## src/hdl/htm_pkg.sv

```systemverilog
// Shared types, constants and tables of the transform matrix generator.
package htm_pkg;

    localparam int FRAC_BITS_DEF     = 16;
    localparam int CORDIC_STAGES_DEF = 16;

    localparam logic [3:0] ACT_MOVE_L    = 4'd0;
    localparam logic [3:0] ACT_MOVE_R    = 4'd1;
    localparam logic [3:0] ACT_MOVE_U    = 4'd2;
    localparam logic [3:0] ACT_MOVE_D    = 4'd3;
    localparam logic [3:0] ACT_MOVE_B    = 4'd4;
    localparam logic [3:0] ACT_MOVE_F    = 4'd5;
    localparam logic [3:0] ACT_SCALE     = 4'd6;
    localparam logic [3:0] ACT_ROT_CW_X  = 4'd7;
    localparam logic [3:0] ACT_ROT_ACW_X = 4'd8;
    localparam logic [3:0] ACT_ROT_CW_Y  = 4'd9;
    localparam logic [3:0] ACT_ROT_ACW_Y = 4'd10;
    localparam logic [3:0] ACT_ROT_CW_Z  = 4'd11;
    localparam logic [3:0] ACT_ROT_ACW_Z = 4'd12;

    // Pi in Q30 and the CORDIC gain in Q30.
    localparam logic [31:0] PI_Q30   = 32'd3373259426;
    localparam logic [31:0] GAIN_Q30 = 32'd652032874;
    localparam int          Q30      = 30;

    // floor(pi * 2^(30+F+7) / (180 * 2^F)); the fraction width cancels out.
    localparam logic [31:0] RAD_RECIP = 32'((64'd3373259426 * 64'd128) / 64'd180);

    typedef struct packed {
        logic [3:0]         action;
        logic signed [31:0] value;
    } t_side;

    typedef struct packed {
        t_side side;
        logic  neg;
        logic  cos_neg;
    } t_ang;

    typedef struct packed {
        t_side              side;
        logic signed [31:0] sin_v;
        logic signed [31:0] cos_v;
    } t_res;

    // Arctangent of 2^-i in Q30, truncated.
    function automatic logic [31:0] atan_q30(input int idx);
        logic [31:0] v;
        case (idx)
            0:       v = 32'd843314856;
            1:       v = 32'd497837829;
            2:       v = 32'd263043836;
            3:       v = 32'd133525158;
            4:       v = 32'd67021686;
            5:       v = 32'd33543515;
            6:       v = 32'd16775850;
            7:       v = 32'd8388437;
            8:       v = 32'd4194282;
            9:       v = 32'd2097149;
            10:      v = 32'd1048575;
            11:      v = 32'd524287;
            12:      v = 32'd262143;
            13:      v = 32'd131071;
            14:      v = 32'd65535;
            15:      v = 32'd32767;
            16:      v = 32'd16383;
            17:      v = 32'd8191;
            18:      v = 32'd4095;
            19:      v = 32'd2047;
            20:      v = 32'd1023;
            21:      v = 32'd511;
            22:      v = 32'd255;
            23:      v = 32'd127;
            default: v = 32'd0;
        endcase
        return v;
    endfunction

endpackage

```

## src/hdl/htm_rad.sv

```systemverilog
// Conversion of the folded angle from degrees to Q30 radians.
module htm_rad #(
    parameter int FRAC_BITS = htm_pkg::FRAC_BITS_DEF
) (
    input  logic                 i_clk,
    input  logic                 i_rst_n,
    input  logic                 i_en,
    input  logic                 i_vld,
    input  htm_pkg::t_ang        i_ang,
    input  logic [FRAC_BITS+6:0] i_mag,
    output logic                 o_vld,
    output htm_pkg::t_ang        o_ang,
    output logic [30:0]          o_z
);

    localparam int MW = FRAC_BITS + 7;
    localparam int PW = MW + 32;

    logic [3:0]         r_vld;
    htm_pkg::t_ang      r_ang [4];
    logic [MW-1:0]      r1_mag;
    logic [PW-1:0]      r1_prod;
    logic [31:0]        r2_zc, r3_zc;
    logic [PW-1:0]      r2_pr, r3_pr;
    logic [40:0]        r3_chk;
    logic [30:0]        r4_z;

    logic [31:0]        w_zp1;
    logic [PW+1:0]      w_lhs;
    logic [30:0]        n_z;

    assign w_zp1 = r3_zc + 32'd1;
    assign w_lhs = {r3_chk, {FRAC_BITS{1'b0}}};
    assign n_z   = (w_lhs <= {2'b00, r3_pr}) ? w_zp1[30:0] : r3_zc[30:0];

    always_ff @(posedge i_clk) begin
        if (!i_rst_n) begin
            r_vld <= '0;
        end else if (i_en) begin
            r_vld <= {r_vld[2:0], i_vld};
        end
    end

    always_ff @(posedge i_clk) begin
        if (i_en) begin
            r_ang[0] <= i_ang;
            r1_mag   <= i_mag;
            r1_prod  <= PW'(i_mag) * PW'(htm_pkg::RAD_RECIP);

            r_ang[1] <= r_ang[0];
            r2_zc    <= r1_prod[PW-1:MW];
            r2_pr    <= PW'(r1_mag) * PW'(htm_pkg::PI_Q30);

            r_ang[2] <= r_ang[1];
            r3_zc    <= r2_zc;
            r3_pr    <= r2_pr;
            r3_chk   <= 41'({1'b0, r2_zc} + 33'd1) * 41'd180;

            r_ang[3] <= r_ang[2];
            r4_z     <= n_z;
        end
    end

    assign o_vld = r_vld[3];
    assign o_ang = r_ang[3];
    assign o_z   = r4_z;

endmodule

```

## config.mk

```make
export PLATFORM = sky130hd
export DESIGN_NAME = htm_rad
export DESIGN_NICKNAME = d
export VERILOG_FILES = /design/src/hdl/htm_pkg.sv /design/src/hdl/htm_rad.sv
export SDC_FILE = /design/constraint.sdc
export NUM_CORES = 2
export LEC_CHECK = 0
export ABC_AREA = 1
export CAP_MARGIN = 10
export CELL_PAD_IN_SITES_DETAIL_PLACEMENT = 2
export CELL_PAD_IN_SITES_GLOBAL_PLACEMENT = 2
export CORE_MARGIN = 3
export CORE_UTILIZATION = 46
export DETAILED_ROUTE_END_ITERATION = 16
export DONT_BUFFER_PORTS = 1
export GPL_TIMING_DRIVEN = 0
export PLACE_DENSITY = 0.87
export SLEW_MARGIN = 20
export SYNTH_ARGS = -nofsm -noshare
export SYNTH_HDL_FRONTEND = slang
export SYNTH_SLANG_ARGS = --single-unit
```

## constraint.sdc

```tcl
create_clock -name i_clk -period 10.3 [get_ports i_clk]
set_input_delay 1.545 -clock i_clk [delete_from_list [all_inputs] [get_ports i_clk]]
set_output_delay 1.545 -clock i_clk [all_outputs]
set_load 0.02 [all_outputs]
```

; ---- After elaboration in Yosys (flattened, before gate mapping)
; Memory sizes are Yosys's and may differ from the RTL's.
; Cells that the tools add are included.
; Widths: inputs -> output; s select.
[word_totals]
mem_bits_rw = 152
latchBits = 0
n_memories = 1
word_cells = 19
ff_bits = 322
romBits = 0
output_inout_bits = 70
input_bits = 65
[mem_list]
columns = name, depth, width, rd, rd_ports_with_merged_regs, wr, line
row1 = r_ang, 4, 38, 4, 0, 4, htm_rad.sv:20  ; htm_pkg::t_ang r_ang [4];
[classes]
bitwise_logic = 0
magnitude_cmp = 1
n_mux = 3
n_addsub = 2
multipliers = 3
div_mod_pow = 0
reduce_logical = 0
shifts = 0
n_eq_ne = 0
[op_table]
columns = cell, n
row1 = $mul 23x31->54 const B, 2
row2 = $le 57x55->1, 1
row3 = $mul 33x6->39 const B, 1
row4 = $add 32x1->33 const B, 1
row5 = $add 31x1->31 const B, 1
row6 = $mux 31, 1
row7 = $mux 1, 2

; ---- Depth between registers and ports, before layout
[depth]
word_depth = 2
ltp_mapped = 28
mapped_depth_nobuf = 28

; ---- Worst setup path before layout
; No wires, ideal clock.
[synth_path]
path_type = input to register
startpoint = in i_mag[11]
endpoint = reg r1_prod[48], data pin
required_ps = 10047
setup_slack_ps = 3564
setup_ps = 253
t_arrival_ps = 6484
n_path_buf = 0
stages = 21
cell_sequence = fa_1 fa_1 inv_1 fa_1 inv_1 fa_1 fa_1 fa_1 inv_1 fa_1 inv_1 ha_1 nand2_1 nor2_1 inv_1 nor2_1 nand2_1 nor3_1 nand2_1 nand4_1 nand2_1
[synth_via]
elab_chain_cells = 1
[synth_rtl]
columns = element, line
row1 = start: declaration, htm_rad.sv:10  ; input logic [FRAC_BITS+6:0] i_mag,
row2 = $mul 23x31->54, htm_rad.sv:48  ; r1_prod <= PW'(i_mag) * PW'(htm_pkg::RAD_RECIP);
row3 = end signal: assignment, htm_rad.sv:48
row4 = end: declaration, htm_rad.sv:22  ; logic [PW-1:0] r1_prod;
; Every way passes these cells.
; A chain may end at the register's enable or synchronous reset.

; ---- Worst setup path after layout
[layout_path]
startpoint = reg r1_mag[9]
endpoint = reg r2_pr[44], data pin
[layout_via]
elab_chain_cells = 1
[layout_rtl]
columns = element, line
row1 = start: declaration, htm_rad.sv:21  ; logic [MW-1:0] r1_mag;
row2 = start signal: assignment, htm_rad.sv:47  ; r1_mag <= i_mag;
row3 = $mul 23x31->54, htm_rad.sv:52  ; r2_pr <= PW'(r1_mag) * PW'(htm_pkg::PI_Q30);
row4 = end signal: assignment, htm_rad.sv:52
row5 = end: declaration, htm_rad.sv:24  ; logic [PW-1:0] r2_pr, r3_pr;
; Every way passes these cells.

==> impl_results.md <==
- Cts bufs inserted: between 50 and 60
- Reg2Reg Setup Slack: approximately 2.6 ns
- Post-Syn Nets: 6108
- Hold Fails Final Rpt: 0
- Required @ worst endpoint: 10.67 ns
- First-pass GRT wire length: 308000 µm
- FF+latch area: approximately 14000 µm²
- Top post-synthesis cells by area: edfxtp_1, fa_1, ha_1
- Placed instance area: between 40000 and 50000 µm²
- Final worst-path cycle share: 0.745
- Latest clock arrival within the worst-skew pair: between 0.7 and 0.8 ns
- Length in cells of the worst reg-to-reg path: 24
- Met1 Track Usage GR: 0.447
- Commonest non-fill, non-tap cell in the layout: inv_1
- Max FO, Critical Path: 9
- Multi-input gate area: 27800 µm²
- Syn Area/Cell: 9.50 µm²
- Final Slew Violations: 0
- Max-cap violations: 0
- Post-synth EDFFs: 448
- Clk slew on worst S/H paths: 0.14 ns
- Slew HR: 0.228
- CTS resizes: 0
- Most frequent cells in the layout: inv_1, nand2_1, ha_1
- HPWL Detailed: 158000 µm
- Detailed Route WL: 210000 µm
- Drt pass-1 iters: 6
- Met2 GRT Util: 0.688
- Main synth FF type: edfxtp_1
- Vias: 37337
- Met3 usage: 0.136
- FMAX: about 130 MHz
- Post-synth top area share: 0.291
- Vias in the first global route: roughly 44000
- Largest net degree at the start of global routing: about 450
- GPL Wtd Cong: ~0.9
- Setup_tns: 0 ns
- Final setup violation count: 0
- Port Buffers: 0
- CP endpoint kind: flop
- Busiest grt layer: met2
- Clk sinks: 452
- Total GRT Usage: 0.412
- CTS tree: built
- Post-route cell area: approximately 50000 µm²
- Worst Skew: 0.0727 ns
- Largest area contributor in the netlist: edfxtp_1
- Routed Antenna Nets: 0
- DRT iter0 DRCs: 3466
- Cell Rows: 115
- Vias per cell: 5.95
- Outcome: finished clean
- Worst slew pin tran: 1.16 ns
- Synth-to-layout area growth: 7.54%
- HP Class: flop to flop
- Worst setup path category: flop to flop
- Startpoint type of the worst setup path: flop
- Share of cells above drive strength 1: 0.0276
- Nets: 6166
- Setup Fix Bufs, Post-CTS: 0
- Initial antenna violation count: 27
- Hold Path Depth: 0
- Synth cell types: 45
- Clock period minus worst slack: between 7 and 8 ns
- Sequential area share after synthesis: 0.293
- Initial core utilization: 0.467
- IO Count: 135
- Mapped Cells: roughly 4900
- Die Footprint: 104000 µm²
- Root buffer cell: clkbuf_16
- Post-Synthesis Cell Area: between 40000 and 50000 µm²
- Slowest stage delay, CP: 0.84 ns
- Crit-path cells: inv_1, fa_1, inv_1, fa_1, fa_1, inv_1, fa_1, fa_1, inv_1, fa_1, inv_1, fa_1, inv_1, ha_1, a21oi_1, nor2_1, nor2_1, o21ai_0, inv_1, nand3_1, nand2_1, nand2_1, nand2_1, nand2_1
- Min-delay src: r_ang[2][20]
- Core Area: 99000 µm²
- H-tree Lvls: 2
- Slowest cell on the critical path: edfxtp_1
- CTS max path bufs: 3
- Total gr overflow: 0
- WL per Instance: 33.5 µm
- Crit path arrival time: 8.04 ns
- Cts hold-fix bufs: 0
- Hold EP: r_ang[3][20]
- Chip width: 323 µm
- Filler cell count in the final layout: 10367
- Critical R2R Capture: r2_pr[44]
- Asr flop ratio synth: 0
- RSZ-0062 raised after global routing: false
- Yosys reg bits: 452
- Delay-heaviest family, CP: adder cells
- Final hold slack: about 0.37 ns
- Reg2reg start: r1_mag[9]
- Synth warnings: 0
- Die Y: 323 µm
- Drt drc: 0
- Buffers & Inverters on Critical Path: 7
## worst reg2reg max path, delay by kind of cell (launching register included)
kind                     cells  cell delay (ns)
AO/OA/AOI/OAI                2             0.51
adder cells (fa/ha/maj)      8             4.43
buffers and inverters        7             0.74
flip-flops                   1             0.84
AND/OR/NAND/NOR              7             0.87
## flip-flops by register name, summed over array words and instances (netlist names)
signal,flops
r1_mag,23
r_ang,152
r_vld,4
r2_zc,32
r3_pr,54
r1_prod,32
r3_chk,39
r3_zc,31
o_z,31
r2_pr,54
## Yosys cell counts (2+ instances only)
master,n
inv_1,1301
nand2_1,896
ha_1,642
fa_1,533
edfxtp_1,448
nor2_1,286
a21oi_1,170
nand3_1,167
xor2_1,98
o21ai_0,79
nand4_1,50
nor3_1,34
xnor2_1,34
o21bai_1,26
a21o_1,11
nor4_1,10
o21a_1,8
nor3_2,7
a21boi_0,6
buf_2,6
nand2_2,5
nand3_2,5
dfxtp_1,4
inv_2,4
nor2_2,4
nor2_4,4
buf_4,3
nand3b_1,3
nor3_4,3
and2_1,2
and3_1,2
clkbuf_1,2
o21ai_1,2
or2_2,2
## routing by layer
| layer | up-vias | part of all wire |
|---|---|---|
| li1 | 15271 | - |
| met1 | 19174 | 0.35 |
| met2 | 1908 | 0.48 |
| met3 | 953 | 0.082 |
| met4 | 31 | 0.080 |
| met5 | - | 0.0023 |
## final cells by class
cell class,instances,share of cell area
Antenna cell,15,0.000755
Buffer,11,0.00121
Clock buffer,65,0.0286
Clock inverter,32,0.00677
Inverter,1305,0.0985
Multi-Input combinational cell,3100,0.558
Sequential cell,452,0.272
Tap cell,1287,0.0324
Timing Repair Buffer,3,0.00141
## per-stage QoR
step | worst slack [ns] | utilization | std cells
2_1_floorplan | 3.56 | - | 4868
4_1_cts | 2.74 | 0.501 | 6252
3_3_place_gp | 2.84 | 0.483 | 6155
5_1_grt | 2.42 | 0.502 | 6261
6_report | 2.63 | 0.502 | 6270
3_5_place_dp | 2.38 | 0.483 | 6155
## cell families (layout without fill, tap and decap cells)
logic type | Yosys count | in the layout | share of synthesized area
xor+xnor | 132 | 132 | 0.0250
compound gates | 305 | 305 | 0.0359
simple gates | 1488 | 1488 | 0.135
other cells | 0 | 15 | 0
fa+ha+maj | 1175 | 1175 | 0.404
buf+inv | 1316 | 1416 | 0.107
flops | 452 | 452 | 0.293
## how the worst max path moves through the flow
| stage | startpoint | to | slack, ns | cells after the start |
|---|---|---|---|---|
| after floorplan | i_mag[11] | r1_prod[48] | 3.56 | 21 |
| after global placement | i_mag[2] | r1_prod[42] | 2.84 | 21 |
| after detailed placement | i_mag[2] | r1_prod[42] | 2.38 | 21 |
| after CTS | r1_mag[9] | r2_pr[44] | 2.74 | 24 |
| after global routing | r1_mag[18] | r2_pr[46] | 2.42 | 23 |
| final | r1_mag[9] | r2_pr[44] | 2.63 | 24 |
Power is not shown: default switching activity piles up to over one toggle a cycle in this logic, so the estimate is an artifact.
