[src/hdl/htm_pkg.sv]
// Shared types, constants and tables of the transform matrix generator.
package htm_pkg;

    localparam int FRAC_BITS_DEF     = 16;
    localparam int CORDIC_STAGES_DEF = 16;

    localparam logic [3:0] ACT_MOVE_L    = 4'd0;
    localparam logic [3:0] ACT_MOVE_R    = 4'd1;
    localparam logic [3:0] ACT_MOVE_U    = 4'd2;
    localparam logic [3:0] ACT_MOVE_D    = 4'd3;
    localparam logic [3:0] ACT_MOVE_B    = 4'd4;
    localparam logic [3:0] ACT_MOVE_F    = 4'd5;
    localparam logic [3:0] ACT_SCALE     = 4'd6;
    localparam logic [3:0] ACT_ROT_CW_X  = 4'd7;
    localparam logic [3:0] ACT_ROT_ACW_X = 4'd8;
    localparam logic [3:0] ACT_ROT_CW_Y  = 4'd9;
    localparam logic [3:0] ACT_ROT_ACW_Y = 4'd10;
    localparam logic [3:0] ACT_ROT_CW_Z  = 4'd11;
    localparam logic [3:0] ACT_ROT_ACW_Z = 4'd12;

    // Pi in Q30 and the CORDIC gain in Q30.
    localparam logic [31:0] PI_Q30   = 32'd3373259426;
    localparam logic [31:0] GAIN_Q30 = 32'd652032874;
    localparam int          Q30      = 30;

    // floor(pi * 2^(30+F+7) / (180 * 2^F)); the fraction width cancels out.
    localparam logic [31:0] RAD_RECIP = 32'((64'd3373259426 * 64'd128) / 64'd180);

    typedef struct packed {
        logic [3:0]         action;
        logic signed [31:0] value;
    } t_side;

    typedef struct packed {
        t_side side;
        logic  neg;
        logic  cos_neg;
    } t_ang;

    typedef struct packed {
        t_side              side;
        logic signed [31:0] sin_v;
        logic signed [31:0] cos_v;
    } t_res;

    // Arctangent of 2^-i in Q30, truncated.
    function automatic logic [31:0] atan_q30(input int idx);
        logic [31:0] v;
        case (idx)
            0:       v = 32'd843314856;
            1:       v = 32'd497837829;
            2:       v = 32'd263043836;
            3:       v = 32'd133525158;
            4:       v = 32'd67021686;
            5:       v = 32'd33543515;
            6:       v = 32'd16775850;
            7:       v = 32'd8388437;
            8:       v = 32'd4194282;
            9:       v = 32'd2097149;
            10:      v = 32'd1048575;
            11:      v = 32'd524287;
            12:      v = 32'd262143;
            13:      v = 32'd131071;
            14:      v = 32'd65535;
            15:      v = 32'd32767;
            16:      v = 32'd16383;
            17:      v = 32'd8191;
            18:      v = 32'd4095;
            19:      v = 32'd2047;
            20:      v = 32'd1023;
            21:      v = 32'd511;
            22:      v = 32'd255;
            23:      v = 32'd127;
            default: v = 32'd0;
        endcase
        return v;
    endfunction

endpackage

[src/hdl/htm_cordic.sv]
// Pipelined rotation-mode CORDIC giving signed sine and cosine.
module htm_cordic #(
    parameter int FRAC_BITS     = htm_pkg::FRAC_BITS_DEF,
    parameter int CORDIC_STAGES = htm_pkg::CORDIC_STAGES_DEF
) (
    input  logic          i_clk,
    input  logic          i_rst_n,
    input  logic          i_en,
    input  logic          i_vld,
    input  htm_pkg::t_ang i_ang,
    input  logic [30:0]   i_z,
    output logic          o_vld,
    output htm_pkg::t_res o_res
);

    localparam int N  = CORDIC_STAGES;
    localparam int XW = 34;
    localparam int ZW = 33;
    localparam int SH = htm_pkg::Q30 - FRAC_BITS;
    localparam logic signed [XW-1:0] GAIN = XW'(htm_pkg::GAIN_Q30);
    localparam logic signed [XW-1:0] HALF = XW'(1) << (SH - 1);

    logic signed [XW-1:0] r_x [N];
    logic signed [XW-1:0] r_y [N];
    logic signed [ZW-1:0] r_z [N];
    logic                 r_vld [N];
    htm_pkg::t_ang        r_ang [N];

    genvar gi;
    for (gi = 0; gi < N; gi++) begin : g_stage
        logic signed [XW-1:0] w_xi;
        logic signed [XW-1:0] w_yi;
        logic signed [ZW-1:0] w_zi;
        logic                 w_vi;
        htm_pkg::t_ang        w_ai;
        logic signed [ZW-1:0] w_at;

        if (gi == 0) begin : g_head
            assign w_xi = GAIN;
            assign w_yi = '0;
            assign w_zi = $signed({2'b00, i_z});
            assign w_vi = i_vld;
            assign w_ai = i_ang;
        end else begin : g_body
            assign w_xi = r_x[gi-1];
            assign w_yi = r_y[gi-1];
            assign w_zi = r_z[gi-1];
            assign w_vi = r_vld[gi-1];
            assign w_ai = r_ang[gi-1];
        end

        assign w_at = $signed({1'b0, htm_pkg::atan_q30(gi)});

        always_ff @(posedge i_clk) begin
            if (!i_rst_n) begin
                r_vld[gi] <= 1'b0;
            end else if (i_en) begin
                r_vld[gi] <= w_vi;
            end
        end

        always_ff @(posedge i_clk) begin
            if (i_en) begin
                r_ang[gi] <= w_ai;
                if (w_zi >= 0) begin
                    r_x[gi] <= w_xi - (w_yi >>> gi);
                    r_y[gi] <= w_yi + (w_xi >>> gi);
                    r_z[gi] <= w_zi - w_at;
                end else begin
                    r_x[gi] <= w_xi + (w_yi >>> gi);
                    r_y[gi] <= w_yi - (w_xi >>> gi);
                    r_z[gi] <= w_zi + w_at;
                end
            end
        end
    end

    logic signed [XW-1:0] w_xr;
    logic signed [XW-1:0] w_yr;
    logic signed [31:0]   w_c;
    logic signed [31:0]   w_s;
    logic                 w_flip;
    logic                 r_out_vld;
    htm_pkg::t_res        r_res;

    assign w_xr   = (r_x[N-1] + HALF) >>> SH;
    assign w_yr   = (r_y[N-1] + HALF) >>> SH;
    assign w_c    = 32'(w_xr);
    assign w_s    = 32'(w_yr);
    assign w_flip = r_ang[N-1].neg ^ ~r_ang[N-1].side.action[0];

    always_ff @(posedge i_clk) begin
        if (!i_rst_n) begin
            r_out_vld <= 1'b0;
        end else if (i_en) begin
            r_out_vld <= r_vld[N-1];
        end
    end

    always_ff @(posedge i_clk) begin
        if (i_en) begin
            r_res.side  <= r_ang[N-1].side;
            r_res.sin_v <= w_flip ? -w_s : w_s;
            r_res.cos_v <= r_ang[N-1].cos_neg ? -w_c : w_c;
        end
    end

    assign o_vld = r_out_vld;
    assign o_res = r_res;

endmodule

[config.mk]
export PLATFORM = sky130hd
export DESIGN_NAME = htm_cordic
export DESIGN_NICKNAME = d
export VERILOG_FILES = /design/src/hdl/htm_pkg.sv /design/src/hdl/htm_cordic.sv
export SDC_FILE = /design/constraint.sdc
export NUM_CORES = 2
export LEC_CHECK = 0
export BUFFER_PORTS_ARGS = -buffer_cell sky130_fd_sc_hd__buf_4
export CAP_MARGIN = 30
export CORE_MARGIN = 2
export CORE_UTILIZATION = 55
export CTS_CLUSTER_SIZE = 24
export DETAILED_ROUTE_END_ITERATION = 6
export MAX_ROUTING_LAYER = met4
export PLACE_DENSITY = 0.71
export REMOVE_ABC_BUFFERS = 1
export SLEW_MARGIN = 40
export SYNTH_ARGS = -nofsm -noshare
export SYNTH_HDL_FRONTEND = slang
export SYNTH_SLANG_ARGS = --single-unit
export TNS_END_PERCENT = 5
[constraint.sdc]
create_clock -name i_clk -period 14.75 [get_ports i_clk]
set_input_delay 2.95 -clock i_clk [delete_from_list [all_inputs] [get_ports i_clk]]
set_output_delay 2.95 -clock i_clk [all_outputs]
set_load 0.1 [all_outputs]
# Yosys cells after proc, flatten, opt, wreduce, memory -nomap -nowiden
# Memory sizes are Yosys's and may differ from the RTL's. A register that Yosys moved wholly into a read port is not among the register bits.
# Index checks and enable logic that the tools add are counted.
# word_totals
reg_bits	100
ramBits	2240
wordCells	355
n_memories	5
# op_classes
add_sub_neg	96
n_lt_le_gt_ge	16
n_mux	167
bitwise	66
n_reduce_logical	1
# mem_list
memory	words	word_bits	read_ports	rd_clocked_by_memory_dff	wr	line	text
r_ang	16	38	16	0	16	htm_cordic.sv:27	htm_pkg::t_ang r_ang [N];
r_x	16	34	16	0	16	htm_cordic.sv:23	logic signed [XW-1:0] r_x [N];
r_y	16	34	16	0	16	htm_cordic.sv:24	logic signed [XW-1:0] r_y [N];
r_z	16	33	15	0	16	htm_cordic.sv:25	logic signed [ZW-1:0] r_z [N];
r_vld	16	1	16	1	16	htm_cordic.sv:26	logic r_vld [N];
# ops
op	count
34-bit 2-to-1 mux	32
33-bit 2-to-1 mux	16
33-bit by 1-bit >= comparator with 1-bit output, second input constant	15
1-bit 2-to-1 mux	117
34-bit by 15-bit adder with 34-bit output, second input constant	2
34-bit by 19-bit adder with 34-bit output	2
34-bit by 20-bit adder with 34-bit output	2
34-bit by 21-bit adder with 34-bit output	2
34-bit by 22-bit adder with 34-bit output	2
34-bit by 23-bit adder with 34-bit output	2
34-bit by 24-bit adder with 34-bit output	2
34-bit by 25-bit adder with 34-bit output	2
34-bit by 26-bit adder with 34-bit output	2
34-bit by 27-bit adder with 34-bit output	2
34-bit by 28-bit adder with 34-bit output	2
34-bit by 29-bit adder with 34-bit output	2
34-bit by 30-bit adder with 34-bit output	2
34-bit by 31-bit adder with 34-bit output	2
34-bit by 32-bit adder with 34-bit output	2
34-bit by 33-bit adder with 34-bit output	2
34-bit by 19-bit subtractor with 34-bit output	2
34-bit by 20-bit subtractor with 34-bit output	2
34-bit by 21-bit subtractor with 34-bit output	2
34-bit by 22-bit subtractor with 34-bit output	2
other kinds (50)	126

# Depth between registers and ports, before layout
# An unclocked memory read counts as a cell.
# logic_depth
depth_word	6
mapped_depth	23
ltp_nobuf	22

# Least setup slack after synthesis
# Ideal clock, no wire load.
# synth_timing
path_type	in2reg
start	input i_en
end	memory r_z[1][29] (netlist: r_z[0][62]), data pin
t_arrival_ns	7.416
t_required_ns	14.487
setup_slack_ns	7.071
path_stages	18
path_buffers	5
cell_sequence	clkbuf_1 -> clkbuf_1 -> clkbuf_1 -> clkbuf_1 -> clkbuf_1 -> nand2_1 -> inv_1 -> ha_1 -> a21oi_2 -> o21ai_1 -> o41a_1 -> a2111oi_2 -> o21bai_1 -> a21oi_1 -> a211oi_1 -> a311o_1 -> a21oi_1 -> xnor2_1
# synth_lines
element	line	text
from (decl)	htm_cordic.sv:8	input logic i_en,
to (decl)	htm_cordic.sv:25	

==> qor.csv <==
metric,value,unit
placementRows,186,
hp-class,register to register,
yosys.area_share.simple,11.04,%
port_buffers,173,
maxSlewViolCount,0,
yosysWarnings,0,
grt_pass1_vias,98950,
cts_hold_buf,0,
routed_wl,337500,um
layout_min_cycle_time,8.124,ns
synth_ff_type,edfxtp_1,
synth_top_family_by_area,compound AO/OA/AOI/OAI gates,
synthAdderAreaFrac,12.40,%
core,256500,um^2
async_flop_share,0,%
cts.repair.resized,0,
hold_viol,0,
arrival,8.76,ns
clockRootBuffer,clkbuf_16,
num_vias,101638,
numCtsBuffers,229,
start_kind,input pin,
die_w,511.4,um
wl_per_cell,19.81,um
rsz0062_at_grt,no,
critPathKind,input pin to register,
synth-edff-count,2111,
final_antenna_net_count,0,
tns,0,ns
skew,0.07483,ns
dieArea,261600,um^2
avgSynthCellArea,10.71,um^2
fin_crit_sh,55.07,%
endpoint_kind,register,
crit_fanout,67,
clock_latency,0.93,ns
via_per_inst,5.964,
cap_viol_max_count,0,
status,"finished, violations left",
dr.pass1.iters,7,
synth_mux_area_share,0.8623,%
htree_num_levels,4,
post-route-cell-area,154800,um^2
grt_overflow,0,
area.growth.synth_to_final,9.277,%
cts.path.max_buffers,4,
post_dp_cell_area,146900,um^2
max_slew.worst_pin.slew,0.9054,ns
finalNetCount,14916,
fillers,20950,
fmax,123.1,MHz
grt_pass1_wl,537400,um
cts_sinks,2113,
cts_tree,built,
grt_max_degree,174,
dp_hpwl,258500,um
antenna_found_initial,3,
synth_compound_area_share,17.43,%
synthesis.area,141600,um^2
dr.first_iter.drc_count,7654,
synth_xor_xnor_area_share,11.61,%
slew_headroom,39.17,%
ys_seq_area_share,44.79,%
synth.area.top_cells,"edfxtp_1 (45%), ha_1 (12%), xnor2_1 (7.5%), a21oi_1 (4.5%), xor2_1 (4.1%)",
violations,design-rule violations,
critPathRequiredTime,15.39,ns
syn_inst,13227,
ys_types,107,
design.portCount,174,
place.gp.congestion,0.9674,
synth-seq-cells,2113,
die_h,511.4,um
post_cts_buffers,0,
drc,2,
cts.clk_slew.worst_paths,0.06,ns
track_usage,25.96,%
yosysTopAreaCellShare,44.76,%
yosysTopAreaCell,edfxtp_1,
setup_viol,0,
initial_utilization,55.22,%
drive_above_1_share,6.063,%
-- metal layers --
layer  GRT usage [%]  routed length [um]
met5               -                   0
met4           8.121               11100
met3           2.769               15710
met1           33.26              148200
met2           43.33              162500
-- flip-flops by register name, indices dropped and copies added (netlist names) --
signal and count:
r_vld 16, o_vld 1, o_res 100, r_y 464, r_ang 608, r_x 462, r_z 462
-- critical path, stage by stage --
cell and delay [ns]:
buf_16 0.27, buf_4 0.62, nand2_1 0.10, buf_4 0.31, inv_2 0.31, buf_4 0.51
nor2_1 0.14, xnor2_1 0.17, ha_1 0.34, nor2b_1 0.16, o21a_1 0.18, o21ai_1 0.18
a21oi_1 0.15, a211oi_1 0.51, nor2_1 0.16, a311o_1 0.43, a221o_1 0.37, a21boi_1 0.28
nor4bb_1 0.10, a311o_1 0.28
-- final cells by class --
class / count / area [um^2] / share of cell area, %
Multi-Input combinational cell: 10416 / 75660 / 48.89
Sequential cell: 2113 / 63430 / 40.99
Clock buffer: 273 / 5979 / 3.864
Tap cell: 3384 / 4234 / 2.736
Timing Repair Buffer: 245 / 2031 / 1.312
Inverter: 456 / 1712 / 1.106
Clock inverter: 153 / 1704 / 1.101
Antenna cell: 2 / 5.005 / 0.003234
-- synth_stat cells (200+ instances only) --
library cell / n
edfxtp_1: 2111
ha_1: 1346
a21oi_1: 1271
xnor2_1: 1213
nor2_1: 893
nand2_1: 729
o21ai_0: 676
xor2_1: 665
a21o_1: 634
inv_1: 449
nor3_1: 254
nand2b_1: 237
nor2b_1: 218
clkbuf_1: 200
-- worst paths after layout --
path                                     to  slack (ns)     startpoint  depth (start not counted)
worst min-delay path              o_res[98]        0.40  r_ang[1][302]                          0
worst min register to register    o_res[98]        0.40  r_ang[1][302]                          0
worst max-delay path            r_y[1][232]        6.63           i_en                         20
worst max register to register  r_y[1][232]        9.07    r_x[1][188]                         17
-- metrics by stage --
step	setup WS, ns	utilization (%)	hold WS [ns]	std cells
finish	6.627	60.34	0.4017	17042
detailed placement	5.746	57.28	0.4045	16609
global placement	5.851	57.24	0.4000	16607
floorplan	5.699	-	0.4003	12985
CTS	6.735	60.28	0.4060	17035
global route	6.281	60.34	0.4049	17042
-- logic make-up after synthesis --
| family | Yosys count |
|---|---|
| buffers and inverters | 698 |
| XOR/XNOR | 1878 |
| AO/OA/AOI/OAI | 3854 |
| adder cells (fa/ha/maj) | 1382 |
| AND/OR/NAND/NOR | 3187 |
| multiplexers | 115 |
| flip-flops | 2113 |
-- layout by cell type (no fill, tap or decap), drive strengths merged, types with 245 or more instances in the layout --
| master | Yosys | final |
|---|---|---|
| a21o | 634 | 634 |
| a21oi | 1282 | 1282 |
| buf | 42 | 245 |
| clkbuf | 200 | 273 |
| edfxtp | 2111 | 2111 |
| ha | 1346 | 1346 |
| inv | 452 | 465 |
| nand2 | 729 | 729 |
| nor2 | 893 | 893 |
| nor3 | 256 | 256 |
| o21ai | 698 | 698 |
| xnor2 | 1213 | 1213 |
| xor2 | 665 | 665 |
Power is not shown: default switching activity piles up to over one toggle a cycle in this logic, so the estimate is an artifact.
