`config.mk`:
```
export PLATFORM = sky130hd
export DESIGN_NAME = htm_reduce
export DESIGN_NICKNAME = d
export VERILOG_FILES = /design/src/hdl/htm_pkg.sv /design/src/hdl/htm_reduce.sv
export SDC_FILE = /design/constraint.sdc
export NUM_CORES = 1
export LEC_CHECK = 0
export ABC_AREA = 1
export BUFFER_PORTS_ARGS = -buffer_cell sky130_fd_sc_hd__buf_4
export CORE_MARGIN = 10
export CORE_UTILIZATION = 60
export DETAILED_ROUTE_END_ITERATION = 12
export PLACE_DENSITY = 0.79
export SLEW_MARGIN = 30
export SYNTH_ARGS = -nofsm -noshare
export SYNTH_HDL_FRONTEND = slang
export SYNTH_SLANG_ARGS = --single-unit
```
`constraint.sdc`:
```
create_clock -name i_clk -period 11.29 [get_ports i_clk]
set_clock_uncertainty 0.1 [all_clocks]
set_input_delay 2.258 -clock i_clk [delete_from_list [all_inputs] [get_ports i_clk]]
set_output_delay 2.258 -clock i_clk [all_outputs]
set_load 0.02 [all_outputs]
```
`src/hdl/htm_pkg.sv`:
```
// Shared types, constants and tables of the transform matrix generator.
package htm_pkg;

    localparam int FRAC_BITS_DEF     = 16;
    localparam int CORDIC_STAGES_DEF = 16;

    localparam logic [3:0] ACT_MOVE_L    = 4'd0;
    localparam logic [3:0] ACT_MOVE_R    = 4'd1;
    localparam logic [3:0] ACT_MOVE_U    = 4'd2;
    localparam logic [3:0] ACT_MOVE_D    = 4'd3;
    localparam logic [3:0] ACT_MOVE_B    = 4'd4;
    localparam logic [3:0] ACT_MOVE_F    = 4'd5;
    localparam logic [3:0] ACT_SCALE     = 4'd6;
    localparam logic [3:0] ACT_ROT_CW_X  = 4'd7;
    localparam logic [3:0] ACT_ROT_ACW_X = 4'd8;
    localparam logic [3:0] ACT_ROT_CW_Y  = 4'd9;
    localparam logic [3:0] ACT_ROT_ACW_Y = 4'd10;
    localparam logic [3:0] ACT_ROT_CW_Z  = 4'd11;
    localparam logic [3:0] ACT_ROT_ACW_Z = 4'd12;

    // Pi in Q30 and the CORDIC gain in Q30.
    localparam logic [31:0] PI_Q30   = 32'd3373259426;
    localparam logic [31:0] GAIN_Q30 = 32'd652032874;
    localparam int          Q30      = 30;

    // floor(pi * 2^(30+F+7) / (180 * 2^F)); the fraction width cancels out.
    localparam logic [31:0] RAD_RECIP = 32'((64'd3373259426 * 64'd128) / 64'd180);

    typedef struct packed {
        logic [3:0]         action;
        logic signed [31:0] value;
    } t_side;

    typedef struct packed {
        t_side side;
        logic  neg;
        logic  cos_neg;
    } t_ang;

    typedef struct packed {
        t_side              side;
        logic signed [31:0] sin_v;
        logic signed [31:0] cos_v;
    } t_res;

    // Arctangent of 2^-i in Q30, truncated.
    function automatic logic [31:0] atan_q30(input int idx);
        logic [31:0] v;
        case (idx)
            0:       v = 32'd843314856;
            1:       v = 32'd497837829;
            2:       v = 32'd263043836;
            3:       v = 32'd133525158;
            4:       v = 32'd67021686;
            5:       v = 32'd33543515;
            6:       v = 32'd16775850;
            7:       v = 32'd8388437;
            8:       v = 32'd4194282;
            9:       v = 32'd2097149;
            10:      v = 32'd1048575;
            11:      v = 32'd524287;
            12:      v = 32'd262143;
            13:      v = 32'd131071;
            14:      v = 32'd65535;
            15:      v = 32'd32767;
            16:      v = 32'd16383;
            17:      v = 32'd8191;
            18:      v = 32'd4095;
            19:      v = 32'd2047;
            20:      v = 32'd1023;
            21:      v = 32'd511;
            22:      v = 32'd255;
            23:      v = 32'd127;
            default: v = 32'd0;
        endcase
        return v;
    endfunction

endpackage

```
`src/hdl/htm_reduce.sv`:
```
// Angle reduction modulo 360 degrees and folding into the first quadrant.
module htm_reduce #(
    parameter int FRAC_BITS = htm_pkg::FRAC_BITS_DEF
) (
    input  logic                 i_clk,
    input  logic                 i_rst_n,
    input  logic                 i_en,
    input  logic                 i_vld,
    input  htm_pkg::t_side       i_side,
    output logic                 o_vld,
    output htm_pkg::t_ang        o_ang,
    output logic [FRAC_BITS+6:0] o_mag
);

    localparam int QW     = 32 - FRAC_BITS;
    localparam int UW     = QW + 1;
    localparam int RW     = UW - 8;
    localparam int OFFS   = 360 * (((2 ** (QW - 1)) + 359) / 360);
    localparam int RECIP  = (2 ** UW) / 360;
    localparam int AW     = FRAC_BITS + 9;
    localparam logic [RW-1:0]        RECIP_V = RW'(RECIP);
    localparam logic [AW-1:0]        DEG360  = AW'(360) << FRAC_BITS;
    localparam logic [AW-1:0]        DEG180W = AW'(180) << FRAC_BITS;
    localparam logic [FRAC_BITS+7:0] DEG180  = (FRAC_BITS + 8)'(180) << FRAC_BITS;
    localparam logic [FRAC_BITS+7:0] DEG90   = (FRAC_BITS + 8)'(90) << FRAC_BITS;

    logic [5:0]               r_vld;
    htm_pkg::t_side           r_side [5];
    logic                     r5_neg;
    logic [UW-1:0]            r1_u, r2_u, r3_u;
    logic [FRAC_BITS-1:0]     r1_frac, r2_frac, r3_frac, r4_frac;
    logic [UW+RW-1:0]         r2_p;
    logic [UW:0]              r3_m;
    logic [8:0]               r4_rem;
    logic [FRAC_BITS+7:0]     r5_m0;
    htm_pkg::t_ang            r_ang;
    logic [FRAC_BITS+6:0]     r_mag;

    logic [QW-1:0]            w_q;
    logic [UW-1:0]            n_u;
    logic [RW-1:0]            w_qe;
    logic [UW:0]              w_diff;
    logic [9:0]               w_rem;
    logic [8:0]               n_rem;
    logic [AW-1:0]            w_r;
    logic [AW-1:0]            w_rneg;
    logic [FRAC_BITS+7:0]     n_m0;
    logic                     n_neg;
    logic [FRAC_BITS+7:0]     w_fold;
    logic [FRAC_BITS+6:0]     n_mag;
    logic                     n_cos_neg;

    assign w_q    = i_side.value[31:FRAC_BITS];
    assign n_u    = {w_q[QW-1], w_q} + UW'(OFFS);
    assign w_qe   = r2_p[UW+RW-1:UW];
    assign w_diff = {1'b0, r3_u} - r3_m;
    assign w_rem  = w_diff[9:0];
    assign n_rem  = (w_rem >= 10'd360) ? 9'(w_rem - 10'd360) : w_rem[8:0];
    assign w_r    = {r4_rem, r4_frac};
    assign w_rneg = DEG360 - w_r;

    always_comb begin
        if (w_r < DEG180W) begin
            n_neg = 1'b0;
            n_m0  = w_r[FRAC_BITS+7:0];
        end else begin
            n_neg = 1'b1;
            n_m0  = w_rneg[FRAC_BITS+7:0];
        end
    end

    assign w_fold = DEG180 - r5_m0;

    always_comb begin
        if (r5_m0 > DEG90) begin
            n_cos_neg = 1'b1;
            n_mag     = w_fold[FRAC_BITS+6:0];
        end else begin
            n_cos_neg = 1'b0;
            n_mag     = r5_m0[FRAC_BITS+6:0];
        end
    end

    always_ff @(posedge i_clk) begin
        if (!i_rst_n) begin
            r_vld <= '0;
        end else if (i_en) begin
            r_vld <= {r_vld[4:0], i_vld};
        end
    end

    always_ff @(posedge i_clk) begin
        if (i_en) begin
            r_side[0] <= i_side;
            r1_u      <= n_u;
            r1_frac   <= i_side.value[FRAC_BITS-1:0];

            r_side[1] <= r_side[0];
            r2_p      <= (UW + RW)'(r1_u) * (UW + RW)'(RECIP_V);
            r2_u      <= r1_u;
            r2_frac   <= r1_frac;

            r_side[2] <= r_side[1];
            r3_m      <= (UW + 1)'(w_qe) * (UW + 1)'(360);
            r3_u      <= r2_u;
            r3_frac   <= r2_frac;

            r_side[3] <= r_side[2];
            r4_rem    <= n_rem;
            r4_frac   <= r3_frac;

            r_side[4] <= r_side[3];
            r5_m0     <= n_m0;
            r5_neg    <= n_neg;

            r_ang.side    <= r_side[4];
            r_ang.neg     <= r5_neg;
            r_ang.cos_neg <= n_cos_neg;
            r_mag         <= n_mag;
        end
    end

    assign o_vld = r_vld[5];
    assign o_ang = r_ang;
    assign o_mag = r_mag;

endmodule

```
### After elaboration in Yosys (flattened, before gate mapping)

Memory sizes are Yosys's and may differ from the RTL's. A register that Yosys moved wholly into a read port is not among the register bits.
Index checks and enable logic that the tools add are counted.

* input port bits: 40
* output and inout bits: 62
* bits in registers: 197
* memories: 1
* RAM bits: 180

Memory list
* r_side: depth 5, width 36, rd ports 5, clocked after memory_dff 1, wr ports 5, RTL line htm_reduce.sv:28 `htm_pkg::t_side r_side [5];`

* magnitude comparators: 3
* add/subtract/negate cells: 5
* multiply operators: 2
* multiplexer cells: 7

Operators with widths (number)
* 25-bit by 24-bit < comparator with 1-bit output (second input constant): 1
* 24-bit by 23-bit > comparator with 1-bit output (second input constant): 1
* 17-bit by 7-bit multiplier with 24-bit output (second input constant): 1
* 24-bit two-way mux: 1
* 23-bit by 24-bit subtractor with 24-bit output (first input constant): 1
* 23-bit two-way mux: 1
* 22-bit by 23-bit subtractor with 23-bit output (first input constant): 1
* 17-bit by 16-bit adder with 17-bit output (second input constant): 1
* 10-bit by 9-bit greater-or-equal comparator with 1-bit output (second input constant): 1
* 10-bit subtractor: 1
* 9-bit by 6-bit multiplier with 7-bit output (second input constant): 1
* 9-bit two-way mux: 1
* 9-bit subtractor (second input constant): 1
* 1-bit two-way mux: 4

### Longest topological paths before layout

Gate-level depths: netlist of run 1.

* word-level depth: 3
* depth in mapped cells: 19
* gate-level depth less buffers: 19

### Worst setup path before layout of run 1

OpenSTA, ideal clock, no wires.

* kind: reg2reg
* from: reg r1_u[12]
* to: reg r2_p[22], data pin
* path slack: 7.557 ns
* cell stages (with the launch flop): 17
* required time: 10.937 ns
* path buffers: 0
* library setup time: 0.253 ns
* data arrival time: 3.380 ns
* cells stage by stage: edfxtp_1 > ha_1 > inv_1 > fa_1 > inv_1 > fa_1 > inv_1 > fa_1 > inv_1 > ha_1 > nand2_1 > nor2_1 > inv_1 > nor2_1 > nand4_1 > nand4_1 > nand2_1

* cells in the longest elaborated chain, start to end: 1

Ends and longest elaborated chain
* from (decl): RTL line htm_reduce.sv:30 `logic [UW-1:0] r1_u, r2_u, r3_u;`
* from (signal assigned): RTL line htm_reduce.sv:95 `r1_u <= n_u;`
* 17-bit by 7-bit multiplier with 24-bit output: RTL line htm_reduce.sv:99 `r2_p <= (UW + RW)'(r1_u) * (UW + RW)'(RECIP_V);`
* to (signal assigned): RTL line htm_reduce.sv:99
* to (decl): RTL line htm_reduce.sv:32 `logic [UW+RW-1:0] r2_p;`

No other way between the ends.
A chain may end at the register's enable or synchronous reset.

### Final worst setup path of run 1

* from: reg r1_u[9]
* to: reg r2_p[22], data pin

The elaborated chain is that of the path after synthesis.

==> results of run 1 <==
==> critical path: cells and delay by family, from the launching register on <==
family | cells | cell delay [ns]
simple gates | 6 | 0.75
fa+ha+maj | 5 | 2.23
buf+inv | 5 | 0.30
flops | 1 | 0.46
==> power by group through the flow <==
stage / combinational, W / sequential, W / clock (W)
floorplan: 0.00130 / 0.00169 / 0
global placement: 0.00170 / 0.00167 / 0
detailed placement: 0.00175 / 0.00167 / 0
CTS: 0.00178 / 0.00165 / 0.000972
global route: 0.00205 / 0.00167 / 0.00102
finish: 0.00177 / 0.00165 / 0.000955
==> registers in the layout, indices dropped and copies added (netlist names), 17 cells and up <==
register and flops:
o_ang 38, r_side 101, r1_u 17, r5_m0 24, o_mag 22
==> synth_stat cells, drive strengths merged, types with 3 or more instances <==
| cell type | instances | area (µm²) |
|---|---|---|
| buf | 8 | 81.3 |
| nand4 | 18 | 113 |
| nor3 | 11 | 65.1 |
| inv | 210 | 793 |
| o21bai | 4 | 30.0 |
| nand3b | 10 | 75.1 |
| dfxtp | 6 | 120 |
| a21oi | 27 | 139 |
| edfxtp | 306 | 9190 |
| ha | 75 | 938 |
| nor2 | 89 | 359 |
| a21o | 3 | 22.5 |
| nand3 | 68 | 365 |
| xnor2 | 20 | 175 |
| nand2 | 223 | 860 |
| o21ai | 42 | 229 |
| fa | 34 | 681 |
| xor2 | 34 | 298 |
==> per-layer routing <==
| metal | vias to the layer above | GRT usage | wire length (µm) |
|---|---|---|---|
| li1 | 4276 | - | - |
| met1 | 3975 | 0.192 | 10200 |
| met2 | 177 | 0.291 | 12700 |
| met3 | 43 | 0.0307 | 1320 |
| met4 | 0 | 0.0452 | 510 |
| met5 | - | 0 | 0 |
==> logic make-up (layout without fill, tap and decap cells) <==
| family | Yosys count | after routing | synth area share |
|---|---|---|---|
| AO/OA/AOI/OAI | 79 | 79 | 0.0304 |
| XOR/XNOR | 54 | 54 | 0.0324 |
| adder cells (fa/ha/maj) | 109 | 109 | 0.111 |
| buffers and inverters | 218 | 371 | 0.0600 |
| flip-flops | 312 | 312 | 0.638 |
| AND/OR/NAND/NOR | 423 | 423 | 0.128 |
==> stage by stage <==
| stage | cell area, µm² | hold WS (ns) |
|---|---|---|
| after floorplan | 14600 | 0.300 |
| after global placement | 15700 | 0.300 |
| after detailed placement | 15700 | 0.305 |
| after CTS | 16700 | 0.314 |
| after global routing | 16700 | 0.316 |
| final | 16700 | 0.313 |
==> how the worst min path moves through the flow <==
stage,startpoint,slack [ns],to,depth (start not counted)
floorplan,r_side[4][8],0.30,o_ang[10],0
global route,r_side[1][25],0.32,r_side[2][25],0
finish,r2_u[0],0.31,r3_u[0],0
global placement,r_side[3][23],0.30,r_side[4][23],0
detailed placement,r_side[4][35],0.30,o_ang[37],0
CTS,r2_u[0],0.31,r3_u[0],0
==> layout make-up <==
class,instances,area [µm²],share of cell area
Sequential cell,312,9310,0.558
Multi-Input combinational cell,665,4400,0.264
Timing Repair Buffer,104,812,0.0487
Inverter,210,793,0.0476
Clock buffer,33,783,0.0470
Tap cell,319,399,0.0239
Clock inverter,24,180,0.0108
==> flow_summary.ini, run 1 <==
[sta]
timing.final.hold_violations = 0
unrepaired_setup_endpoints_after_global_routing = no
final.setup.worst_slack_ns = 7.20
timing.final.crit_period_ns = 4.09
finalMaxSlewViolations = 0
min_period_over_period = 0.362
timing.fmax_ghz = 0.245
worstMarginPinSlew_ns = 0.936
setup-tns-final_ns = 0
worst_case_headroom_to_the_max_slew_limit = 0.376
setup-violations-final = 0

[die]
core.rowCount = 56
num_io_pins = 102
initial_core_util = 0.616
core_um2 = 23700
dieHeight_um = 176
floorplan.die_area_um2 = 30900
die_x_um = 176

[finish]
filler_cell_count = 1666
finalNonFillerCells = 1667
nets = 1473
syn_to_final_growth_pct = 14.4
antenna_cells = 0
layout_commonest_cell = edfxtp_1
layout.cells.most_common_list = 306 x edfxtp_1, 216 x nand2_1, 202 x inv_1
final_core_util = 0.704
drive_above_1_share = 0.139

[critical_path]
worst_ep_required_time_ns = 11.50
timing_worst_setup_path_type = reg2reg
timing.rr.start = r1_u[9]
critPathArrivalTime_ns = 4.30
timing.critical_path.to_type = flop
worst_setup_path_startpoint = r1_u[9]
critPathMaxFanout = 4
critPathSlowestCell = fa_1
most_used_cell_along_the_critical_path = inv_1
critPathLaunchType = flop
worst-r2r-cell-count = 16
critical_path.cell_chain = ha_1 -> inv_1 -> fa_1 -> inv_1 -> fa_1 -> inv_1 -> fa_1 -> inv_1 -> ha_1 -> nand2_1 -> nor2_1 -> inv_1 -> nor2_1 -> nand4_1 -> nand4_1 -> nand2_1
critPathCapture = r2_p[22]
regToRegSetupSlack_ns = 7.20
cpPeakStageDelay_ns = 0.52
r2r_end = r2_p[22]

[placement]
dp_worst_setup_slack_ns = 6.93
dpl.cell_count = 1610
gp_routability_congestion = 0.881
dpl.hpwl_um = 18100
port-buffer-count = 101

[route]
drt-pass1-iter-count = 5
antenna_left = 0
totalWireLength_um = 24800
wl_per_cell_um = 14.9
detailroute.via_count = 8471
drt_first_iter_violations = 599
drc = 0
via_per_inst = 5.08

[cts]
postCtsResizedCells = 0
post-cts-setup-buffers = 0
ctsLongestPathBuffers = 3
clk-insertion-delay-late_ns = 0.55
clock_sink_count = 312
h-tree-depth = 1
numCtsBuffers = 31
hold_buffers = 0
clk_pin_slew_worst_paths_ns = 0.07
clk_root_buffer_cell = clkbuf_16
tritoncts = yes

[global_route]
global_route.overflow_total = 0
grt_first_pass_wirelength_um = 41400
grt_antenna_before_repair = 0
groute.usage.overall = 0.161
largest_net_degree_at_the_start_of_global_routing = 93
number_of_global_route_vias_before_repair = 8754

[pwr]
intPower_w = 0.00276
cellPowerDensity_nw_per_um2 = 262
sw_frac_of_total = 0.368
power.total_w = 0.00437
max-vdd-ir-drop_mv = 0.254
clk_network_pwr_share = 0.218
leakage_nw = 7.13
net_switching_w = 0.00161
comb_power_share = 0.404
part_of_the_power_in_registers = 0.377

[logic_synthesis]
synth.net_count = 1344
avgSynthCellArea_um2 = 12.2
synth.yosys.warnings = 0
async_reset_ff_frac = 0
synth_enable_flop_cells = 306
yosys_register_bits = 312
postSynthCellCount = 1195
distinct_cell_type_count_of_the_synthesized_netlist = 36
netlist_area_um2 = 14600
synth-seq-area-share = 0.638
top_flip_flop_cell_by_instance_count_after_synthesis = edfxtp_1

[flow_run]
max_cap_violations = 0

[hold_path]
timing.hold.worst.class = reg2reg

[status]
status = complete, no violations
Note: power is estimated with default switching activity, not from simulation.
==> inputs of run 2 (changes only) <==
--- a/config.mk
+++ b/config.mk
@@ -8,9 +8,9 @@
 export ABC_AREA = 1
 export BUFFER_PORTS_ARGS = -buffer_cell sky130_fd_sc_hd__buf_4
 export CORE_MARGIN = 10
-export CORE_UTILIZATION = 60
+export CORE_UTILIZATION = 55
 export DETAILED_ROUTE_END_ITERATION = 12
-export PLACE_DENSITY = 0.79
+export PLACE_DENSITY = 0.77
 export SLEW_MARGIN = 30
 export SYNTH_ARGS = -nofsm -noshare
 export SYNTH_HDL_FRONTEND = slang
==> constraint.sdc (replaced) <==
create_clock -name i_clk -period 3.3 [get_ports i_clk]
set_clock_uncertainty 0.1 [all_clocks]
set_input_delay 0.66 -clock i_clk [delete_from_list [all_inputs] [get_ports i_clk]]
set_output_delay 0.66 -clock i_clk [all_outputs]
set_load 0.02 [all_outputs]
==> run 2 against run 1 <==
Against the previous run: sequential cell count stayed put; the flow now finishes with violations (negative setup slack); largest cell class unchanged; utilization is 2.2 points lower; die area is 8.0% higher; critical path type unchanged; first-iteration DRC count is 5.5% lower; largest power group unchanged; non-clock buffer count is 72 higher; final area is 6.6% higher; power grew to 3.9 times the previous value; sequential power grew to 3.4 times the previous value; via count is 5.5% higher.
==> flow_summary.ini, run 2 (same netlist as run 1, synthesis figures left out) <==
[pwr]
max-vdd-ir-drop_mv = 0.506
cellPowerDensity_nw_per_um2 = 954
leakage_nw = 7.56

[critical_path]
regToRegSetupSlack_ns = -0.46
worst_ep_required_time_ns = 3.51
most_used_cell_along_the_critical_path = nand2_1
critPathMaxFanout = 3
timing.critical_path.to_type = flop
critPathLaunchType = flop
critPathSlowestCell = fa_1
cpPeakStageDelay_ns = 0.50
timing_worst_setup_path_type = reg2reg
critPathArrivalTime_ns = 3.96
worst-r2r-cell-count = 16
r2r_end = r2_p[20]
critical_path.cell_chain = buf_4 -> ha_1 -> xnor2_2 -> xor2_1 -> fa_1 -> inv_1 -> fa_1 -> inv_1 -> ha_1 -> a21oi_1 -> or2_2 -> nand2_1 -> a21oi_1 -> nand2_1 -> nand2_1 -> nand2_1
timing.rr.start = r1_u[4]

[cts]
numCtsBuffers = 31
clk-insertion-delay-late_ns = 0.54
clk_pin_slew_worst_paths_ns = 0.06
h-tree-depth = 1
hold_buffers = 0
clock_sink_count = 312
ctsLongestPathBuffers = 3
clk_root_buffer_cell = clkbuf_16
tritoncts = yes

[sta]
timing.final.hold_violations = 0
unrepaired_setup_endpoints_after_global_routing = yes
worst_case_headroom_to_the_max_slew_limit = 0.555
min_period_over_period = 1.14
final.setup.worst_slack_ns = -0.455
worstMarginPinSlew_ns = 0.667
timing.final.crit_period_ns = 3.76
timing.fmax_ghz = 0.266
finalMaxSlewViolations = 0
setup-violations-final = 7

[die]
dieHeight_um = 183
initial_core_util = 0.560
num_io_pins = 102
die_x_um = 183
core_um2 = 26100
core.rowCount = 59
floorplan.die_area_um2 = 33400

[finish]
registers.top_by_ff_count = r_side
final_core_util = 0.682
drive_above_1_share = 0.237
syn_to_final_growth_pct = 21.9
finalInstanceArea_um2 = 17800
largest_register_ffs = 101
nets = 1545
layout_commonest_cell = edfxtp_1
layout.cells.most_common_list = 306 x edfxtp_1, 205 x nand2_1, 188 x inv_1
antenna_cells = 0
filler_cell_count = 1801

[global_route]
groute.usage.overall = 0.161
grt_antenna_before_repair = 0
number_of_global_route_vias_before_repair = 8975
grt_first_pass_wirelength_um = 44100
largest_net_degree_at_the_start_of_global_routing = 81
global_route.overflow_total = 0

[placement]
gp_routability_congestion = 0.908
dp_worst_setup_slack_ns = -0.488
dpl.hpwl_um = 19700
port-buffer-count = 101
placed_cell_area_um2 = 16400

[hold_path]
timing.hold.worst.class = in2reg
holdPathStages = 1
worstHoldStart = i_side[19]
worst_hold_path.endpoint = r1_u[3]

[route]
antenna_left = 0
totalWireLength_um = 27900
drt_first_iter_violations = 566
detailroute.via_count = 8936
drc = 0
via_per_inst = 5.10
wl_per_cell_um = 16.0
drt-pass1-iter-count = 5

[flow_run]
max_cap_violations = 0

[status]
failed_checks = negative setup slack
status = finished with violations
run 2: cell count changes in the layout (fill, tap and decap cells not counted), sizes merged:
cell	previous run	this run
inv	213	211
clkbuf	33	38
bufinv	2	4
clkinvlp	2	1
buf	104	176
clkinv	17	10
run 2: worst max-delay path by stage:
stage,startpoint,to,depth (start not counted)
3_5_place_dp,r1_u[9],r2_p[21],15
6_report,r1_u[4],r2_p[20],16
4_1_cts,r1_u[10],r2_p[22],16
2_1_floorplan,r1_u[15],r2_p[23],16
5_1_grt,r1_u[10],r2_p[22],17
3_3_place_gp,r1_u[9],r2_p[21],15
run 2: metal layers:
layer  global-route usage  wire length, µm  vias to the layer above
li1                     -                -                     4406
met1                0.191            10900                     4217
met2                0.290            14800                      242
met3               0.0254             1330                       71
met4               0.0613              889                        0
met5                    0                0                        -
run 2: layout make-up:
cell class,count,area (µm²),area share
repair buffers,176,1390,0.0780
inverters,210,793,0.0446
clock buffers,38,802,0.0451
clock inverters,16,188,0.0106
well taps,335,419,0.0236
flip-flops and latches,312,9310,0.524
multi-input cells,665,4880,0.275
run 2: report_power, final:
group / internal [W] / total [W] / switching (W) / leakage (nW)
clock: 0.00203 / 0.00341 / 0.00138 / 0.479
combinational: 0.00335 / 0.00792 / 0.00457 / 4.03
sequential: 0.00529 / 0.00563 / 0.000337 / 3.05
run 2: timing repair:
action,4_1_cts,5_1_grt
setup endpoints to repair,7,7
buffers inserted,10,9
resized for setup,9,32
pin swaps,5,15
run 2: worst max-delay path: cells and delay by family (launching register included):
kind                       cells  cell delay [ns]
xor gates and xnor gates       2             0.32
and+or+nand+nor                5             0.34
buffers and inverters          3             0.29
DFF                            1             0.49
adders and majority gates      4             1.56
AOI/OAI and AO/OA              2             0.41
run 2: stage by stage:
| stage | std cells | hold slack (ns) | total power (W) | TNS (ns) |
|---|---|---|---|---|
| 2_1_floorplan | 1195 | 0.300 | 0.0111 | -1.41 |
| 3_3_place_gp | 1679 | 0.301 | 0.0128 | -2.76 |
| 3_5_place_dp | 1679 | 0.305 | 0.0130 | -3.02 |
| 4_1_cts | 1743 | 0.169 | 0.0167 | -2.73 |
| 5_1_grt | 1752 | 0.172 | 0.0183 | -4.14 |
| 6_report | 1752 | 0.188 | 0.0170 | -2.98 |
==> inputs of run 3 (changes only) <==
--- a/config.mk
+++ b/config.mk
@@ -7,7 +7,7 @@
 export LEC_CHECK = 0
 export ABC_AREA = 1
 export BUFFER_PORTS_ARGS = -buffer_cell sky130_fd_sc_hd__buf_4
-export CORE_MARGIN = 10
+export CORE_MARGIN = 2
 export CORE_UTILIZATION = 55
 export DETAILED_ROUTE_END_ITERATION = 12
 export PLACE_DENSITY = 0.77
==> constraint.sdc (replaced) <==
create_clock -name i_clk -period 3.3 [get_ports i_clk]
set_clock_uncertainty 0.1 [all_clocks]
set_input_delay 0.495 -clock i_clk [delete_from_list [all_inputs] [get_ports i_clk]]
set_output_delay 0.495 -clock i_clk [all_outputs]
set_load 0.02 [all_outputs]
==> run 3 against run 2 <==
Against the previous run: the run still ends with negative setup slack left; global-route usage up 2.8 points; worst setup slack worse by 0.0093 ns; final cell count up 0.29%; maximum frequency down 0.25%; power up 3.3%; sequential power about the same; final area up 1.1%; critical endpoint is now r2_p[22]; largest power group unchanged; combinational power up 4.0%.
==> flow_summary.ini, run 3 (same netlist as run 1, synthesis figures left out) <==
[pwr]
leakage_nw = 7.60
max-vdd-ir-drop_mv = 0.696
cellPowerDensity_nw_per_um2 = 975

[die]
initial_core_util = 0.560
floorplan.die_area_um2 = 27800
core.rowCount = 59
dieHeight_um = 167
core_um2 = 26100
num_io_pins = 102
die_x_um = 167

[route]
drt-pass1-iter-count = 7
drt_first_iter_violations = 508
antenna_left = 0
via_per_inst = 4.98
wl_per_cell_um = 14.7
drc = 0
totalWireLength_um = 25800
detailroute.via_count = 8742

[finish]
multi_input_area_um2 = 4990
antenna_cells = 0
layout.cells.most_common_list = 306 x edfxtp_1, 202 x nand2_1, 183 x inv_1
largest_register_ffs = 101
nets = 1547
syn_to_final_growth_pct = 23.2
registers.top_by_ff_count = r_side
drive_above_1_share = 0.252
filler_cell_count = 1824
layout_commonest_cell = edfxtp_1
finalInstanceArea_um2 = 18000
finalNonFillerCells = 1757
regArea_um2 = 9310

[placement]
placed_cell_area_um2 = 16400
dp_worst_setup_slack_ns = -0.566
gp_routability_congestion = 0.943
port-buffer-count = 101
dpl.cell_count = 1680
dpl.hpwl_um = 18800

[cts]
numCtsBuffers = 34
ctsLongestPathBuffers = 3
clk-insertion-delay-late_ns = 0.51
hold_buffers = 0
clk_pin_slew_worst_paths_ns = 0.06
tritoncts = yes
clock_sink_count = 312
h-tree-depth = 2
clk_root_buffer_cell = clkbuf_16

[sta]
min_period_over_period = 1.14
timing.final.crit_period_ns = 3.76
worst_case_headroom_to_the_max_slew_limit = 0.444
final.setup.worst_slack_ns = -0.465
finalMaxSlewViolations = 0
setup-tns-final_ns = -2.78
timing.final.hold_violations = 0
worstMarginPinSlew_ns = 0.833
timing.fmax_ghz = 0.266
unrepaired_setup_endpoints_after_global_routing = yes
setup-violations-final = 7

[critical_path]
timing_worst_setup_path_type = reg2reg
critPathLaunchType = flop
critPathMaxFanout = 4
timing.critical_path.to_type = flop
critPathArrivalTime_ns = 3.94
worst_ep_required_time_ns = 3.47

[status]
failed_checks = negative setup slack
status = finished with violations

[global_route]
grt_antenna_before_repair = 0
grt_first_pass_wirelength_um = 42100
groute.usage.overall = 0.189
global_route.overflow_total = 0
largest_net_degree_at_the_start_of_global_routing = 81
number_of_global_route_vias_before_repair = 8775

[flow_run]
max_cap_violations = 0

[hold_path]
timing.hold.worst.class = in2reg
-- run 3: path summary, 6_finish.rpt --
| kind | start | endpoint | slack, ns | depth (start not counted) |
|---|---|---|---|---|
| worst max-delay path | r1_u[10] | r2_p[22] | -0.46 | 16 |
| worst min-delay path | i_side[2] | r1_frac[2] | 0.06 | 1 |
| worst min register to register | r3_frac[7] | r4_frac[7] | 0.31 | 0 |
| worst max register to register | r1_u[10] | r2_p[22] | -0.46 | 16 |
-- run 3: layout make-up --
cell class,count,area share
clock buffer,42,0.0490
multi-input combinational,665,0.278
timing repair buffer,175,0.0762
sequential,312,0.518
tap,335,0.0233
clock inverter,18,0.0116
inverter,210,0.0441
-- run 3: critical path, cell delays in order (launching register included) --
cell and delay (ns):
edfxtp_1 0.45, ha_1 0.35, inv_1 0.08, fa_1 0.47, inv_1 0.05, fa_1 0.47, inv_1 0.05, fa_1 0.49
inv_2 0.05, ha_4 0.30, nand2_4 0.06, nor2_2 0.14, inv_1 0.08, nor2_4 0.11, nand4_1 0.12, nand4_1 0.11
nand2_1 0.05
-- run 3: repair_timing --
item / CTS / global route
resized for setup: 48 / 23
pin swaps: 31 / 11
endpoints found under the setup margin: 7 / 7
buffers inserted: 13 / 4
-- run 3: per-stage QoR --
stage / total power, W / utilization / hold WS, ns
final: 0.0175 / 0.690 / 0.0584
after global routing: 0.0189 / 0.690 / 0.0305
after CTS: 0.0173 / 0.685 / 0.0346
after detailed placement: 0.0129 / 0.631 / 0.305
after global placement: 0.0127 / 0.631 / 0.301
after floorplan: 0.0111 / - / 0.300
-- run 3: power by group --
part / switching (W) / internal, W / leakage [nW]
Combinational: 0.00472 / 0.00352 / 4.03
Clock: 0.00144 / 0.00222 / 0.529
Sequential: 0.000328 / 0.00529 / 3.05
Total: 0.00649 / 0.0110 / 7.60
-- run 3: per-layer routing --
metal	routed length, µm	track usage	vias to the layer above
met1	10800	0.231	4085
met4	793	0.0708	0
met2	13200	0.335	174
met5	0	0	-
li1	-	-	4421
met3	1080	0.0359	62
